`src/rtl/sf3_pkg.sv`:
```
// Shared types, constants and helper functions for the 3x3 stream filter.
// No dependencies; every other file of the block but sf3_ram refers to this package by scope.
package sf3_pkg;

    localparam int PIX_W         = 8;
    localparam int COEF_W        = 16;
    localparam int COEF_ROW_W    = 3 * COEF_W;
    localparam int CFG_WIDTH_W   = 11;
    localparam int CFG_IDX_W     = 3;
    localparam int CFG_DATA_W    = COEF_ROW_W;
    localparam int DEF_MAX_WIDTH = 1024;
    localparam int DEF_FRAC_BITS = 8;
    localparam int MIN_WIDTH     = 3;
    localparam int WIN_TAPS      = 9;

    // 9-bit signed pixel times 16-bit coefficient, then sums of three and nine
    localparam int PROD_W   = PIX_W + 1 + COEF_W;
    localparam int ROWSUM_W = PROD_W + 2;
    localparam int SUM_W    = ROWSUM_W + 1;

    localparam int FIFO_DEPTH = 8;
    localparam int FIFO_AW    = $clog2(FIFO_DEPTH);
    localparam int FIFO_CW    = $clog2(FIFO_DEPTH + 1);

    localparam logic [CFG_WIDTH_W-1:0] RESET_WIDTH   = CFG_WIDTH_W'(DEF_MAX_WIDTH);
    localparam logic                   FLIP_CONVOLVE = 1'b1;
    localparam logic [1:0]             ROW_FULL      = 2'd2;
    localparam logic [PIX_W-1:0]       PIX_MAX       = '1;

    // register indexes of the configuration port
    localparam logic [CFG_IDX_W-1:0] REG_IMAGE_WIDTH = 3'd0;
    localparam logic [CFG_IDX_W-1:0] REG_FLIP_MASK   = 3'd1;
    localparam logic [CFG_IDX_W-1:0] REG_COEF_TOP    = 3'd2;
    localparam logic [CFG_IDX_W-1:0] REG_COEF_MIDDLE = 3'd3;
    localparam logic [CFG_IDX_W-1:0] REG_COEF_BOTTOM = 3'd4;

    typedef logic [WIN_TAPS-1:0][PIX_W-1:0] t_window;   // row-major, tap 0 top left
    typedef logic [2:0][COEF_ROW_W-1:0]     t_coef_rows; // 0 top, 2 bottom

    typedef struct packed {
        logic valid;
        logic emit;
        logic last;
    } t_stage;

    typedef struct packed {
        logic             last;
        logic [PIX_W-1:0] data;
    } t_result;

    function automatic logic signed [COEF_W-1:0] coef_at(input logic [COEF_ROW_W-1:0] row,
                                                         input logic [1:0] pos);
        coef_at = $signed(row[pos*COEF_W +: COEF_W]);
    endfunction

endpackage

```
`src/rtl/sf3_fifo.sv`:
```
// Small register FIFO that holds finished results until the downstream side takes them.
// Depends on sf3_pkg.
module sf3_fifo (
    input  logic                         i_clk,
    input  logic                         i_rst_n,
    input  logic                         i_push,
    input  sf3_pkg::t_result             i_data,
    input  logic                         i_ready,
    output logic                         o_valid,
    output sf3_pkg::t_result             o_data,
    output logic [sf3_pkg::FIFO_CW-1:0]  o_count
);

    sf3_pkg::t_result               r_mem [sf3_pkg::FIFO_DEPTH];
    logic [sf3_pkg::FIFO_AW-1:0]    r_wr, r_rd;
    logic [sf3_pkg::FIFO_CW-1:0]    r_count;
    logic                           pop;

    assign pop = o_valid && i_ready;

    always_ff @(posedge i_clk) begin
        if (!i_rst_n) begin
            r_wr    <= '0;
            r_rd    <= '0;
            r_count <= '0;
        end else begin
            if (i_push) begin
                r_wr <= r_wr + sf3_pkg::FIFO_AW'(1);
            end
            if (pop) begin
                r_rd <= r_rd + sf3_pkg::FIFO_AW'(1);
            end
            unique case ({i_push, pop})
                2'b10:   r_count <= r_count + sf3_pkg::FIFO_CW'(1);
                2'b01:   r_count <= r_count - sf3_pkg::FIFO_CW'(1);
                default: r_count <= r_count;
            endcase
        end
    end

    always_ff @(posedge i_clk) begin
        if (i_push) begin
            r_mem[r_wr] <= i_data;
        end
    end

    assign o_valid = (r_count != '0);
    assign o_data  = r_mem[r_rd];
    assign o_count = r_count;

endmodule

```
`config.mk`:
```
export PLATFORM = sky130hd
export DESIGN_NAME = sf3_fifo
export DESIGN_NICKNAME = d
export VERILOG_FILES = /design/src/rtl/sf3_pkg.sv /design/src/rtl/sf3_fifo.sv
export SDC_FILE = /design/constraint.sdc
export NUM_CORES = 1
export LEC_CHECK = 0
export BUFFER_PORTS_ARGS = -buffer_cell sky130_fd_sc_hd__buf_2
export CAP_MARGIN = 10
export CORE_UTILIZATION = 40
export DETAILED_ROUTE_END_ITERATION = 6
export PLACE_DENSITY_LB_ADDON = 0.1
export SETUP_SLACK_MARGIN = 0.15
export SLEW_MARGIN = 20
export SYNTH_ARGS = -nofsm -noshare
export SYNTH_HDL_FRONTEND = slang
export SYNTH_SLANG_ARGS = --single-unit
```
`constraint.sdc`:
```
create_clock -name i_clk -period 6.1 [get_ports i_clk]
set_input_delay 0.915 -clock i_clk [delete_from_list [all_inputs] [get_ports i_clk]]
set_output_delay 0.915 -clock i_clk [all_outputs]
set_load 0.005 [all_outputs]
```
# Word-level counts from Yosys, hierarchy flattened
# Memory sizes are Yosys's and may differ from the RTL's. A register that Yosys moved wholly into a read port is not among the register bits.
# Index checks and enable logic that the tools add are counted.
[word_totals]
register_bits = 10
mem_bits_rw = 72
input_bits = 13
wordCells = 18
n_memories = 1
[memory_table]
columns = ["name", "words", "width", "rd", "rd_clocked_by_memory_dff", "write_ports", "line_no", "source"]
rows = [
  ["r_mem", 8, 9, 1, 1, 1, "sf3_fifo.sv:14", "sf3_pkg::t_result r_mem [sf3_pkg::FIFO_DEPTH];"],
]
[op_classes]
n_addsub = 4
n_eq_ne = 2
muxes = 5
n_reduce_logical = 3
[op_table]
columns = ["operator", "count"]
rows = [
  ["case mux 4 bit (2 select lines)", 1],
  ["adder 3 x 1 -> 3 bit (second input constant)", 2],
  ["two-way mux 3 bit", 2],
  ["adder 4 x 1 -> 4 bit (second input constant)", 1],
  ["nonzero test 4 bit", 1],
  ["subtractor 4 x 1 -> 4 bit (second input constant)", 1],
  ["equality test 2 x 1 -> 1 bit (second input constant)", 1],
  ["equality test 2 bit (second input constant)", 1],
  ["two-way mux 1 bit", 2],
  ["nonzero test 2 bit", 1],
  ["logical AND 1 bit", 1],
]

# Logic depth before layout (Yosys ltp)
[logic_depth]
depth_word = 4
ltp_mapped = 10

# Least setup slack after synthesis
# OpenSTA, ideal clock, no wires.
[synth_timing]
path_type = "register to register"
from = "register r_count, in the netlist o_count[1]"
to = "register r_count, in the netlist o_count[2]"
setup_ps = 76
t_arrival_ps = 2289
required_ps = 6024
slack_ps = 3735
stages_incl_launch_ff = 11
n_path_buf = 0
synth_period_minus_slack_ps = 2365
cell_sequence = "dfxtp_1 or4_4 nand2_2 inv_1 ha_1 xor2_1 ha_1 a21oi_1 xor2_1 or3_1 a21boi_0"
[synth_via]
elab_chain_len = 4
elab_cells_between_ends = 8
classes_between = "add/sub: 2; eq/ne: 2; mux: 1; reduce/logical: 3"
[synth_lines]
columns = ["element", "line_no", "source"]
rows = [
  ["start, declared", "sf3_fifo.sv:16", "logic [sf3_pkg::FIFO_CW-1:0] r_count;"],
  ["start signal, assigned", "sf3_fifo.sv:34", "2'b10: r_count <= r_count + sf3_pkg::FIFO_CW'(1);"],
  ["start signal, assigned", "sf3_fifo.sv:35", "2'b01: r_count <= r_count - sf3_pkg::FIFO_CW'(1);"],
  ["start signal, assigned", "sf3_fifo.sv:36", "default: r_count <= r_count;"],
  ["nonzero test 4 bit (*)", "sf3_fifo.sv:47", "assign o_valid = (r_count != '0);"],
  ["via o_valid", "sf3_fifo.sv:9", "output logic o_valid,"],
  ["logical AND 1 bit (*)", "sf3_fifo.sv:19", "assign pop = o_valid && i_ready;"],
  ["equality test 2 x 1 -> 1 bit / equality test 2 bit (equally long branches)", "sf3_fifo.sv:33", "unique case ({i_push, pop})"],
  ["case mux 4 bit (2 select lines) / nonzero test 2 bit (equally long branches)", "-", ""],
]
# The timed path passes the listed nets; every way through them passes the cells marked *.
# A chain may end at the register's enable or synchronous reset.

==> impl_metrics.env <==
export IMPL_gr_total_overflow=0
export IMPL_path_clk_slew_ns=0.09
export IMPL_ant_nets=0
export IMPL_drv_cap=0
export IMPL_synth_edf_count=72
export IMPL_diodes=0
export IMPL_io_buffers=26
export IMPL_timing_setup_tns_ns=0
export IMPL_htreeDepth=3
export IMPL_reg2reg_slack_ns=3.55
export IMPL_tritoncts="built"
export IMPL_wl_per_cell_um=18.6
export IMPL_max_freq_mhz=303
export IMPL_final_area_um2=3830
export IMPL_setup_viol=0
export IMPL_vias=1625
export IMPL_synth_seq_cells=85
export IMPL_synth_main_ff_cell="edfxtp_1"
export IMPL_netlist_area_um2=3440
export IMPL_grt_pass1_wl_um=9030
export IMPL_clock_sinks=85
export IMPL_synth_nets=194
export IMPL_ctsHoldBuffers=0
export IMPL_cts_buffers=9
export IMPL_die_h_um=94.7
export IMPL_ctsRootBufferMaster="clkbuf_8"
export IMPL_skew_ns=0.0145
export IMPL_clock_latency_ns=0.35
export IMPL_grtUsageTotal_pct=14.5
export IMPL_detail_route_vias_per_cell=5.14
export IMPL_synth_seq_area_share_pct=70.4
export IMPL_num_io_pins=27
export IMPL_worst_slew_pin_slew_ns=1.05
export IMPL_yosysWarnings=0
export IMPL_path_max_fanout=18
export IMPL_worstSetupPathType="flip-flop to output port"
export IMPL_hold_viol=0
export IMPL_arrival_ns=2.39
export IMPL_totalWireLength_um=5870
export IMPL_grt_setup_unrepaired="no"
export IMPL_slew_headroom_pct=29.8
export IMPL_cp_end_kind="output port"
export IMPL_hold_path_class="flip-flop to flip-flop"
export IMPL_drive_above_1_share_pct=25.6
export IMPL_drc_errors=0
export IMPL_power_leakage_nw=1.31
export IMPL_fin_nets=224
export IMPL_area_growth_pct=11.2
export IMPL_fp_row_count=33
export IMPL_finalMaxSlewViolations=0
export IMPL_grt_max_degree=19
export IMPL_ir_worst_vdd_uv=174
export IMPL_outcome="complete, no violations"
export IMPL_fin_crit_sh_pct=54.2
export IMPL_place_area_um2=3660
export IMPL_synth_distinct_cells=30
export IMPL_initial_core_util_pct=41.7
export IMPL_cts_resized=0
export IMPL_pwr_density_cell_nw_per_um2=345
export IMPL_first_iter_violations=74
export IMPL_clockBufferDepth=2
export IMPL_postCtsSetupRepairBufs=0
export IMPL_ys_async_sr_fraction_pct=0
export IMPL_die_area_um2=8980
export IMPL_min_delay_start="o_count[3]$_SDFFE_PN0P_"
export IMPL_firstDrtPassIters=4
export IMPL_timing_hold_ws_ns=0.488
export IMPL_regToRegStartpoint="o_count[1]$_SDFFE_PN0P_"
export IMPL_place_ws_ns=3.08
export IMPL_startpoint_type="flip-flop"
export IMPL_core_um2=8260
export IMPL_grt_pass1_vias=1677
export IMPL_gp_congestion=0.695
export IMPL_die_x_um=94.7
export IMPL_syn_inst=176
export IMPL_crit_required_ns=5.18
export IMPL_antenna_found_initial=0
export IMPL_syn_area_per_cell_um2=19.6
export IMPL_hpwl_um=3590
export IMPL_layout_setup_ws_ns=2.80
export IMPL_hold_path_depth=2
export IMPL_min_period_ns=3.30
export IMPL_worst_r2r_cell_count=10
==> power by group <==
| group | internal (W) | switching (W) | total (W) |
|---|---|---|---|
| clock network | 0.000147 | 0.000197 | 0.000344 |
| registers | 0.000662 | 0.0000542 | 0.000716 |
| logic | 0.000159 | 0.000101 | 0.000260 |
==> layout by cell type, fill, tap and decap left out, types with 2 or more instances in the layout <==
cell type   count
edfxtp_1       72
buf_2          26
mux4_1         18
dfxtp_1        13
mux2_2         10
clkbuf_8        9
nand2_1         6
nor2_1          6
and2_1          6
ha_1            5
nand2b_1        4
xnor2_1         4
xor2_1          3
mux2i_1         3
inv_1           2
nor3_2          2
nor2b_1         2
nand3_1         2
a21boi_0        2
clkinv_2        2
clkinvlp_4      2
==> synthesized netlist by cell type (2+ instances only) <==
master / instances / area [µm²]
a21boi_0: 2 / 15.0
and2_1: 6 / 37.5
clkbuf_1: 3 / 11.3
dfxtp_1: 13 / 260
edfxtp_1: 72 / 2160
ha_1: 5 / 62.6
inv_1: 2 / 7.51
mux2_2: 10 / 113
mux2i_1: 3 / 30.0
mux4_1: 18 / 473
nand2_1: 6 / 22.5
nand2b_1: 4 / 25.0
nand3_1: 2 / 10.0
nor2_1: 6 / 22.5
nor2b_1: 2 / 12.5
nor3_1: 3 / 15.0
xnor2_1: 4 / 35.0
xor2_1: 3 / 26.3
==> metrics by stage <==
stage               total power (W)  utilization, %  instances
floorplan                  0.000924               -        176
global placement           0.000984            44.3        300
detailed placement         0.000997            44.3        300
CTS                         0.00134            46.3        316
global route                0.00139            46.3        316
finish                      0.00132            46.3        316
==> worst max-delay path, cell delays in order, from the launching register on <==
cell and delay [ns]:
dfxtp_1 0.98, mux4_1 0.65, mux2_2 0.29, buf_2 0.13
==> cells by family (layout without fill, tap and decap cells) <==
group	Yosys count	in the layout	synth area share, %
buf+inv	9	44	1.71
fa+ha+maj	5	5	1.82
flops	85	85	70.4
mux	31	31	17.9
compound gates	6	6	1.24
simple gates	33	33	5.16
xor+xnor	7	7	1.78
==> registers in the layout (all words and copies together), names as in the netlist, named ones only <==
name     cells
r_mem       72
r_rd         3
r_wr         3
o_count      4
==> final cells by class <==
cell class	count	area (µm²)
Fill cell	731	4430
Sequential cell	85	2420
Multi-Input combinational cell	82	970
Tap cell	105	131
Timing Repair Buffer	26	130
Clock buffer	10	128
Clock inverter	6	37.5
Inverter	2	7.51
==> path summary, 6_finish.rpt <==
path                             end
max reg2reg  o_count[2]$_SDFFE_PN0P_
min          o_count[3]$_SDFFE_PN0P_
max                        o_data[0]
min reg2reg  o_count[3]$_SDFFE_PN0P_
==> metal layers <==
metal,wire (µm),track usage (%)
met5,0,0
met1,2560,18.0
met4,93,5.68
met3,197,2.90
met2,3010,25.1
No activity file was read; power rests on OpenSTA's default activity.
