===== config.mk =====
export PLATFORM = sky130hd
export DESIGN_NAME = sf3_mac
export DESIGN_NICKNAME = d
export VERILOG_FILES = /design/src/rtl/sf3_pkg.sv /design/src/rtl/sf3_mac.sv
export SDC_FILE = /design/constraint.sdc
export NUM_CORES = 2
export LEC_CHECK = 0
export ABC_AREA = 1
export CAP_MARGIN = 20
export CORE_MARGIN = 2
export CORE_UTILIZATION = 68
export DETAILED_ROUTE_END_ITERATION = 10
export DONT_BUFFER_PORTS = 1
export HOLD_SLACK_MARGIN = 0.05
export PLACE_DENSITY_LB_ADDON = 0.15
export SLEW_MARGIN = 25
export SYNTH_ARGS = -nofsm -noshare
export SYNTH_HDL_FRONTEND = slang
export SYNTH_SLANG_ARGS = --single-unit

===== constraint.sdc =====
create_clock -name i_clk -period 7.58 [get_ports i_clk]
set_input_delay 1.137 -clock i_clk [delete_from_list [all_inputs] [get_ports i_clk]]
set_output_delay 1.137 -clock i_clk [all_outputs]
set_load 0.05 [all_outputs]

===== src/rtl/sf3_pkg.sv =====
// Shared types, constants and helper functions for the 3x3 stream filter.
// No dependencies; every other file of the block but sf3_ram refers to this package by scope.
package sf3_pkg;

    localparam int PIX_W         = 8;
    localparam int COEF_W        = 16;
    localparam int COEF_ROW_W    = 3 * COEF_W;
    localparam int CFG_WIDTH_W   = 11;
    localparam int CFG_IDX_W     = 3;
    localparam int CFG_DATA_W    = COEF_ROW_W;
    localparam int DEF_MAX_WIDTH = 1024;
    localparam int DEF_FRAC_BITS = 8;
    localparam int MIN_WIDTH     = 3;
    localparam int WIN_TAPS      = 9;

    // 9-bit signed pixel times 16-bit coefficient, then sums of three and nine
    localparam int PROD_W   = PIX_W + 1 + COEF_W;
    localparam int ROWSUM_W = PROD_W + 2;
    localparam int SUM_W    = ROWSUM_W + 1;

    localparam int FIFO_DEPTH = 8;
    localparam int FIFO_AW    = $clog2(FIFO_DEPTH);
    localparam int FIFO_CW    = $clog2(FIFO_DEPTH + 1);

    localparam logic [CFG_WIDTH_W-1:0] RESET_WIDTH   = CFG_WIDTH_W'(DEF_MAX_WIDTH);
    localparam logic                   FLIP_CONVOLVE = 1'b1;
    localparam logic [1:0]             ROW_FULL      = 2'd2;
    localparam logic [PIX_W-1:0]       PIX_MAX       = '1;

    // register indexes of the configuration port
    localparam logic [CFG_IDX_W-1:0] REG_IMAGE_WIDTH = 3'd0;
    localparam logic [CFG_IDX_W-1:0] REG_FLIP_MASK   = 3'd1;
    localparam logic [CFG_IDX_W-1:0] REG_COEF_TOP    = 3'd2;
    localparam logic [CFG_IDX_W-1:0] REG_COEF_MIDDLE = 3'd3;
    localparam logic [CFG_IDX_W-1:0] REG_COEF_BOTTOM = 3'd4;

    typedef logic [WIN_TAPS-1:0][PIX_W-1:0] t_window;   // row-major, tap 0 top left
    typedef logic [2:0][COEF_ROW_W-1:0]     t_coef_rows; // 0 top, 2 bottom

    typedef struct packed {
        logic valid;
        logic emit;
        logic last;
    } t_stage;

    typedef struct packed {
        logic             last;
        logic [PIX_W-1:0] data;
    } t_result;

    function automatic logic signed [COEF_W-1:0] coef_at(input logic [COEF_ROW_W-1:0] row,
                                                         input logic [1:0] pos);
        coef_at = $signed(row[pos*COEF_W +: COEF_W]);
    endfunction

endpackage


===== src/rtl/sf3_mac.sv =====
// Multiply-accumulate pipeline: nine products, three row sums, then total, floor and clamp.
// Depends on sf3_pkg.
module sf3_mac #(
    parameter int FRAC_BITS = sf3_pkg::DEF_FRAC_BITS
) (
    input  logic                       i_clk,
    input  logic                       i_rst_n,
    input  sf3_pkg::t_window           i_window,
    input  sf3_pkg::t_stage            i_ctrl,
    input  logic                       i_flip,
    input  sf3_pkg::t_coef_rows        i_coef,
    output sf3_pkg::t_stage            o_done,
    output logic [sf3_pkg::PIX_W-1:0]  o_filtered
);

    localparam int PROD_W   = sf3_pkg::PROD_W;
    localparam int ROWSUM_W = sf3_pkg::ROWSUM_W;
    localparam int SUM_W    = sf3_pkg::SUM_W;

    logic signed [sf3_pkg::COEF_W-1:0] coef  [sf3_pkg::WIN_TAPS];
    logic signed [PROD_W-1:0]          r_prod [sf3_pkg::WIN_TAPS];
    logic signed [ROWSUM_W-1:0]        r_rsum [3];
    logic signed [SUM_W-1:0]           total, shifted;
    sf3_pkg::t_stage                   r_p, r_r;

    // pick the coefficient of each tap, rotated 180 degrees when i_flip selects convolution
    always_comb begin
        for (int i = 0; i < 3; i++) begin
            for (int j = 0; j < 3; j++) begin
                if (i_flip == sf3_pkg::FLIP_CONVOLVE) begin
                    coef[i*3+j] = sf3_pkg::coef_at(i_coef[2-i], 2'(2 - j));
                end else begin
                    coef[i*3+j] = sf3_pkg::coef_at(i_coef[i], 2'(j));
                end
            end
        end
    end

    always_ff @(posedge i_clk) begin
        for (int k = 0; k < sf3_pkg::WIN_TAPS; k++) begin
            r_prod[k] <= PROD_W'($signed({1'b0, i_window[k]})) * PROD_W'(coef[k]);
        end
        for (int r = 0; r < 3; r++) begin
            r_rsum[r] <= ROWSUM_W'(r_prod[r*3]) + ROWSUM_W'(r_prod[r*3+1])
                       + ROWSUM_W'(r_prod[r*3+2]);
        end
    end

    always_ff @(posedge i_clk) begin
        if (!i_rst_n) begin
            r_p <= '0;
            r_r <= '0;
        end else begin
            r_p <= i_ctrl;
            r_r <= r_p;
        end
    end

    always_comb begin
        total   = SUM_W'(r_rsum[0]) + SUM_W'(r_rsum[1]) + SUM_W'(r_rsum[2]);
        shifted = total >>> FRAC_BITS;
        if (total < 0) begin
            o_filtered = '0;
        end else if (shifted[SUM_W-1:sf3_pkg::PIX_W] != '0) begin
            o_filtered = sf3_pkg::PIX_MAX;
        end else begin
            o_filtered = shifted[sf3_pkg::PIX_W-1:0];
        end
    end

    assign o_done = r_r;

endmodule


Word level (Yosys, flattened, before mapping)
Memory sizes are Yosys's and may differ from the RTL's.
Cells that the tools add are included.

storage, ports and cells
  RAM bits = 306
  memories = 2
  bits in registers = 6
  word-level logic and storage cells = 37

operators by class
  multiply operators = 9
  $lt $le $gt $ge = 1
  muxes and demuxes = 10
  reductions and logical operators = 1
  add/sub/neg operators = 8

memories
  memory  words  bits a word  rd ports  clocked after memory_dff  write ports  RTL line       source
  r_prod  9      25           9         0                         9            sf3_mac.sv:21  logic signed [PROD_W-1:0] r_prod [sf3_pkg::WIN_TAPS];
  r_rsum  3      27           3         0                         3            sf3_mac.sv:22  logic signed [ROWSUM_W-1:0] r_rsum [3];

operators with widths
  operator                                                                number
  9-bit by 16-bit multiplier with 25-bit output                           9
  16-bit 2-to-1 mux                                                       8
  26-bit by 25-bit adder with 27-bit output                               3
  25-bit by 25-bit adder with 26-bit output                               3
  27-bit by 27-bit adder with 28-bit output                               1
  28-bit by 27-bit adder with 28-bit output                               1
  28-bit by 1-bit < comparator with 1-bit output (second input constant)  1
  20-bit nonzero test                                                     1
  8-bit 2-to-1 mux                                                        2

Depth between registers and ports, before layout
  depth in word-level cells = 5
  mapped depth = 29
  gate-level depth less buffers = 26

Worst setup path before layout
No wires, ideal clock.

  path kind = input port to flip-flop
  start point = in i_flip
  end point = mem r_prod[0][96] (netlist name)
  setup time = 0.120 ns
  slack = 1.732 ns
  stages on the path = 24
  arrival time = 5.728 ns
  path through = buf_4 -> inv_1 -> buf_2 -> clkbuf_1 -> or2_2 -> o21ai_0 -> inv_1 -> nand2_1 -> fa_1 -> fa_1 -> inv_1 -> fa_1 -> inv_1 -> fa_1 -> inv_1 -> ha_1 -> a21o_1 -> a21oi_1 -> o21ai_2 -> a21oi_1 -> o21bai_1 -> nand3_1 -> nand2_1 -> xor2_1

RTL lines
  item         RTL line       source
  from (decl)  sf3_mac.sv:10  input logic i_flip,
  to (decl)    sf3_mac.sv:21

==> qor.yml <==
outcome: "finished clean"
highest_clock_rate_mhz: 157
cts_num_sinks: 312
globalRouteTotalUtil_pct: 36.0
ys_async_sr_fraction_pct: 0
num_rows: 105
hold_path_depth: 2
tightest_slew_ns: 1.19
cts_root_buf: "sky130_fd_sc_hd__clkbuf_16"
syn-cell-area_um2: 56600
timing.hold.worst.class: "flop to flop"
gpl_wtd_cong: 0.984
worst-r2r-setup-slack_ns: 4.11
timing.setup.tns_ns: 0
final_net_count: 8805
finalClockSkew_ns: 0.0253
cap_violations: 0
grt_setup_unrepaired: "false"
floorplan.core_area_um2: 82200
synth.net_count: 8863
crit_path_max_fanout: 129
postRouteWirelength_um: 149000
fin_crit_ns: 6.36
finalMaxSlewViolations: 0
vias_per_cell: 5.46
critPathSlowestCell: "sky130_fd_sc_hd__fa_1"
fin_crit_sh_pct: 83.9
final_hpwl_dp_um: 129000
hp-start: "r_p[2]$_SDFF_PN0_"
routedWlPerCell_um: 18.3
clk-insertion-delay-late_ns: 0.57
antenna_violations_before_repair: 13
cp-end-kind: "flop"
io_buffers: 0
antenna_violation_net_count_after_detailed_routing: 0
slowest_delay_ns: 0.55
seq_area_frac_synth_pct: 11.0
clkSlewWorstSetupHoldPaths_ns: 0.06
timing.slew.headroom_pct: 19.8
drt_iter0_drc: 3011
critical_path_required_ns: 8.04
cp_cell_sequence: "inv_2 -> buf_12 -> or2_2 -> o21ai_0 -> inv_1 -> nand2_1 -> fa_1 -> inv_1 -> fa_1 -> fa_1 -> inv_1 -> fa_1 -> inv_1 -> ha_1 -> a21oi_1 -> o21ai_0 -> a21oi_1 -> o21ai_0 -> nand3_1 -> nand2_1 -> nand3_1 -> nand2_1 -> xor2_1"
yosysWarningCount: 0
numCtsBuffers: 36
grt_first_pass_wirelength_um: 241000
timing.reg2reg.worst_path_depth: 10
dr.pass1.iters: 8
ys_seq_elements: 312
rr_endpoint: "r_rsum[0][79]$_DFF_P_"
final_layout_size_suffix_gt1_share_pct: 3.91
die_area_um2: 85600
die_width_um: 293
cp_data_arrival_time_ns: 6.82
synthCells: 7068
report.final.hold_viol_count: 0
postCtsHoldBufs: 0
clk_path_buf_depth: 3
routed-via-count: 44334
drc_errors: 0
setup.worst_path.start_class: "primary input"
synthFlopType: "sky130_fd_sc_hd__dfxtp_1"
post_cts_resize_count: 0
setup_viol: 0
placed_cells: 8042
grt_pass1_vias: 46114
grt_remaining_overflow: 0
die_h_um: 293
floorplan.initialDensity_pct: 68.8
cts_tree: "done"
post_layout_nonfiller_instances: 8113
post_cts_setup_bufs: 0
largest_net_degree_at_the_start_of_global_routing: 130
synthesis.area_per_instance_um2: 8.01
layout-area-overhead-vs-synth_pct: 4.15
synth_cell_types: 53
io_pins: 233
synth_edf_count: 0
cts-htree-levels: 2
r2r_start: "r_prod[0][176]$_DFF_P_"
timing_worst_setup_path_type: "primary input to flop"
holdPathEnd: "o_done[2]$_SDFF_PN0_"
## sequential cells by signal, summed over array words and instances (netlist names)
name / count
o_done: 3
r_p: 3
r_rsum: 81
r_prod: 225
## routing by layer
metal | track usage, % | vias up | wire, um
li1 | - | 20756 | -
met1 | 49.7 | 21569 | 62500
met2 | 57.6 | 1735 | 67300
met3 | 8.45 | 268 | 15000
met4 | 8.84 | 6 | 3780
met5 | 0 | - | 38
## per-stage QoR
stage	hold WS (ns)	utilization (%)	area [um2]	worst slack, ns
floorplan	0.386	-	56600	1.73
global placement	0.397	70.1	57700	0.749
detailed placement	0.408	70.2	57700	0.868
CTS	0.421	71.7	58900	1.44
global route	0.433	71.7	59000	1.08
finish	0.415	71.7	59000	1.22
## worst max path at each step
stage	depth (start not counted)	endpoint	from	slack, ns
after floorplan	24	r_prod[0][96]$_DFF_P_	i_flip	1.73
after global placement	23	r_prod[0][18]$_DFF_P_	i_flip	0.75
after detailed placement	22	r_prod[0][221]$_DFF_P_	i_flip	0.87
after CTS	23	r_prod[0][18]$_DFF_P_	i_flip	1.44
after global routing	22	r_prod[0][221]$_DFF_P_	i_flip	1.08
final	23	r_prod[0][18]$_DFF_P_	i_flip	1.22
## placed cells by master (no fill, tap or decap), types with 116 or more instances in the layout
| cell type | instances |
|---|---|
| sky130_fd_sc_hd__inv_1 | 1896 |
| sky130_fd_sc_hd__ha_1 | 551 |
| sky130_fd_sc_hd__a21oi_1 | 290 |
| sky130_fd_sc_hd__dfxtp_1 | 312 |
| sky130_fd_sc_hd__xnor2_1 | 116 |
| sky130_fd_sc_hd__xor2_1 | 170 |
| sky130_fd_sc_hd__nand2_1 | 1091 |
| sky130_fd_sc_hd__o21ai_0 | 167 |
| sky130_fd_sc_hd__fa_1 | 1022 |
| sky130_fd_sc_hd__or2_2 | 122 |
| sky130_fd_sc_hd__nor2_1 | 760 |
## Yosys cell counts (30+ instances only)
library cell               count  area (um2)
sky130_fd_sc_hd__inv_1      1897        7120
sky130_fd_sc_hd__nand2_1    1091        4100
sky130_fd_sc_hd__fa_1       1022       20500
sky130_fd_sc_hd__nor2_1      760        2850
sky130_fd_sc_hd__ha_1        551        6890
sky130_fd_sc_hd__dfxtp_1     312        6250
sky130_fd_sc_hd__a21oi_1     290        1450
sky130_fd_sc_hd__o21ai_0     181         906
sky130_fd_sc_hd__xor2_1      170        1490
sky130_fd_sc_hd__or2_2       122         763
sky130_fd_sc_hd__xnor2_1     116        1020
sky130_fd_sc_hd__nand3_1     110         551
sky130_fd_sc_hd__clkbuf_1    107         402
sky130_fd_sc_hd__nor3_1       36         180
sky130_fd_sc_hd__o21ai_1      32         160
sky130_fd_sc_hd__o21bai_1     30         225
## cell type report
type                    count  area, um2
multi-input cells        4732      42800
fillers                  6724      23300
inverters                1902       7140
flip-flops and latches    312       6250
well taps                1070       1340
clock buffers              44       1000
clock inverters            21        235
repair buffers             26        220
diodes                      6       15.0
## cells by family (layout without fill, tap and decap cells)
family,Yosys count,after routing,share of synthesized area (%)
simple gates,2186,2186,15.7
mux,15,15,0.265
buf+inv,2024,1993,13.4
other cells,0,6,0
xor+xnor,286,286,4.43
fa+ha+maj,1573,1573,48.3
compound gates,672,672,6.76
flops,312,312,11.0
## critical path: cells and delay by family
| family | cells | cell delay [ns] |
|---|---|---|
| AOI/OAI and AO/OA | 5 | 1.30 |
| and+or+nand+nor | 6 | 0.70 |
| buffers and inverters | 6 | 1.12 |
| xor gates and xnor gates | 1 | 0.23 |
| adders and majority gates | 5 | 2.23 |
Power is left out: the tool's default activity adds up to more than one toggle a clock period on the data nets, which glitch-free logic cannot reach.
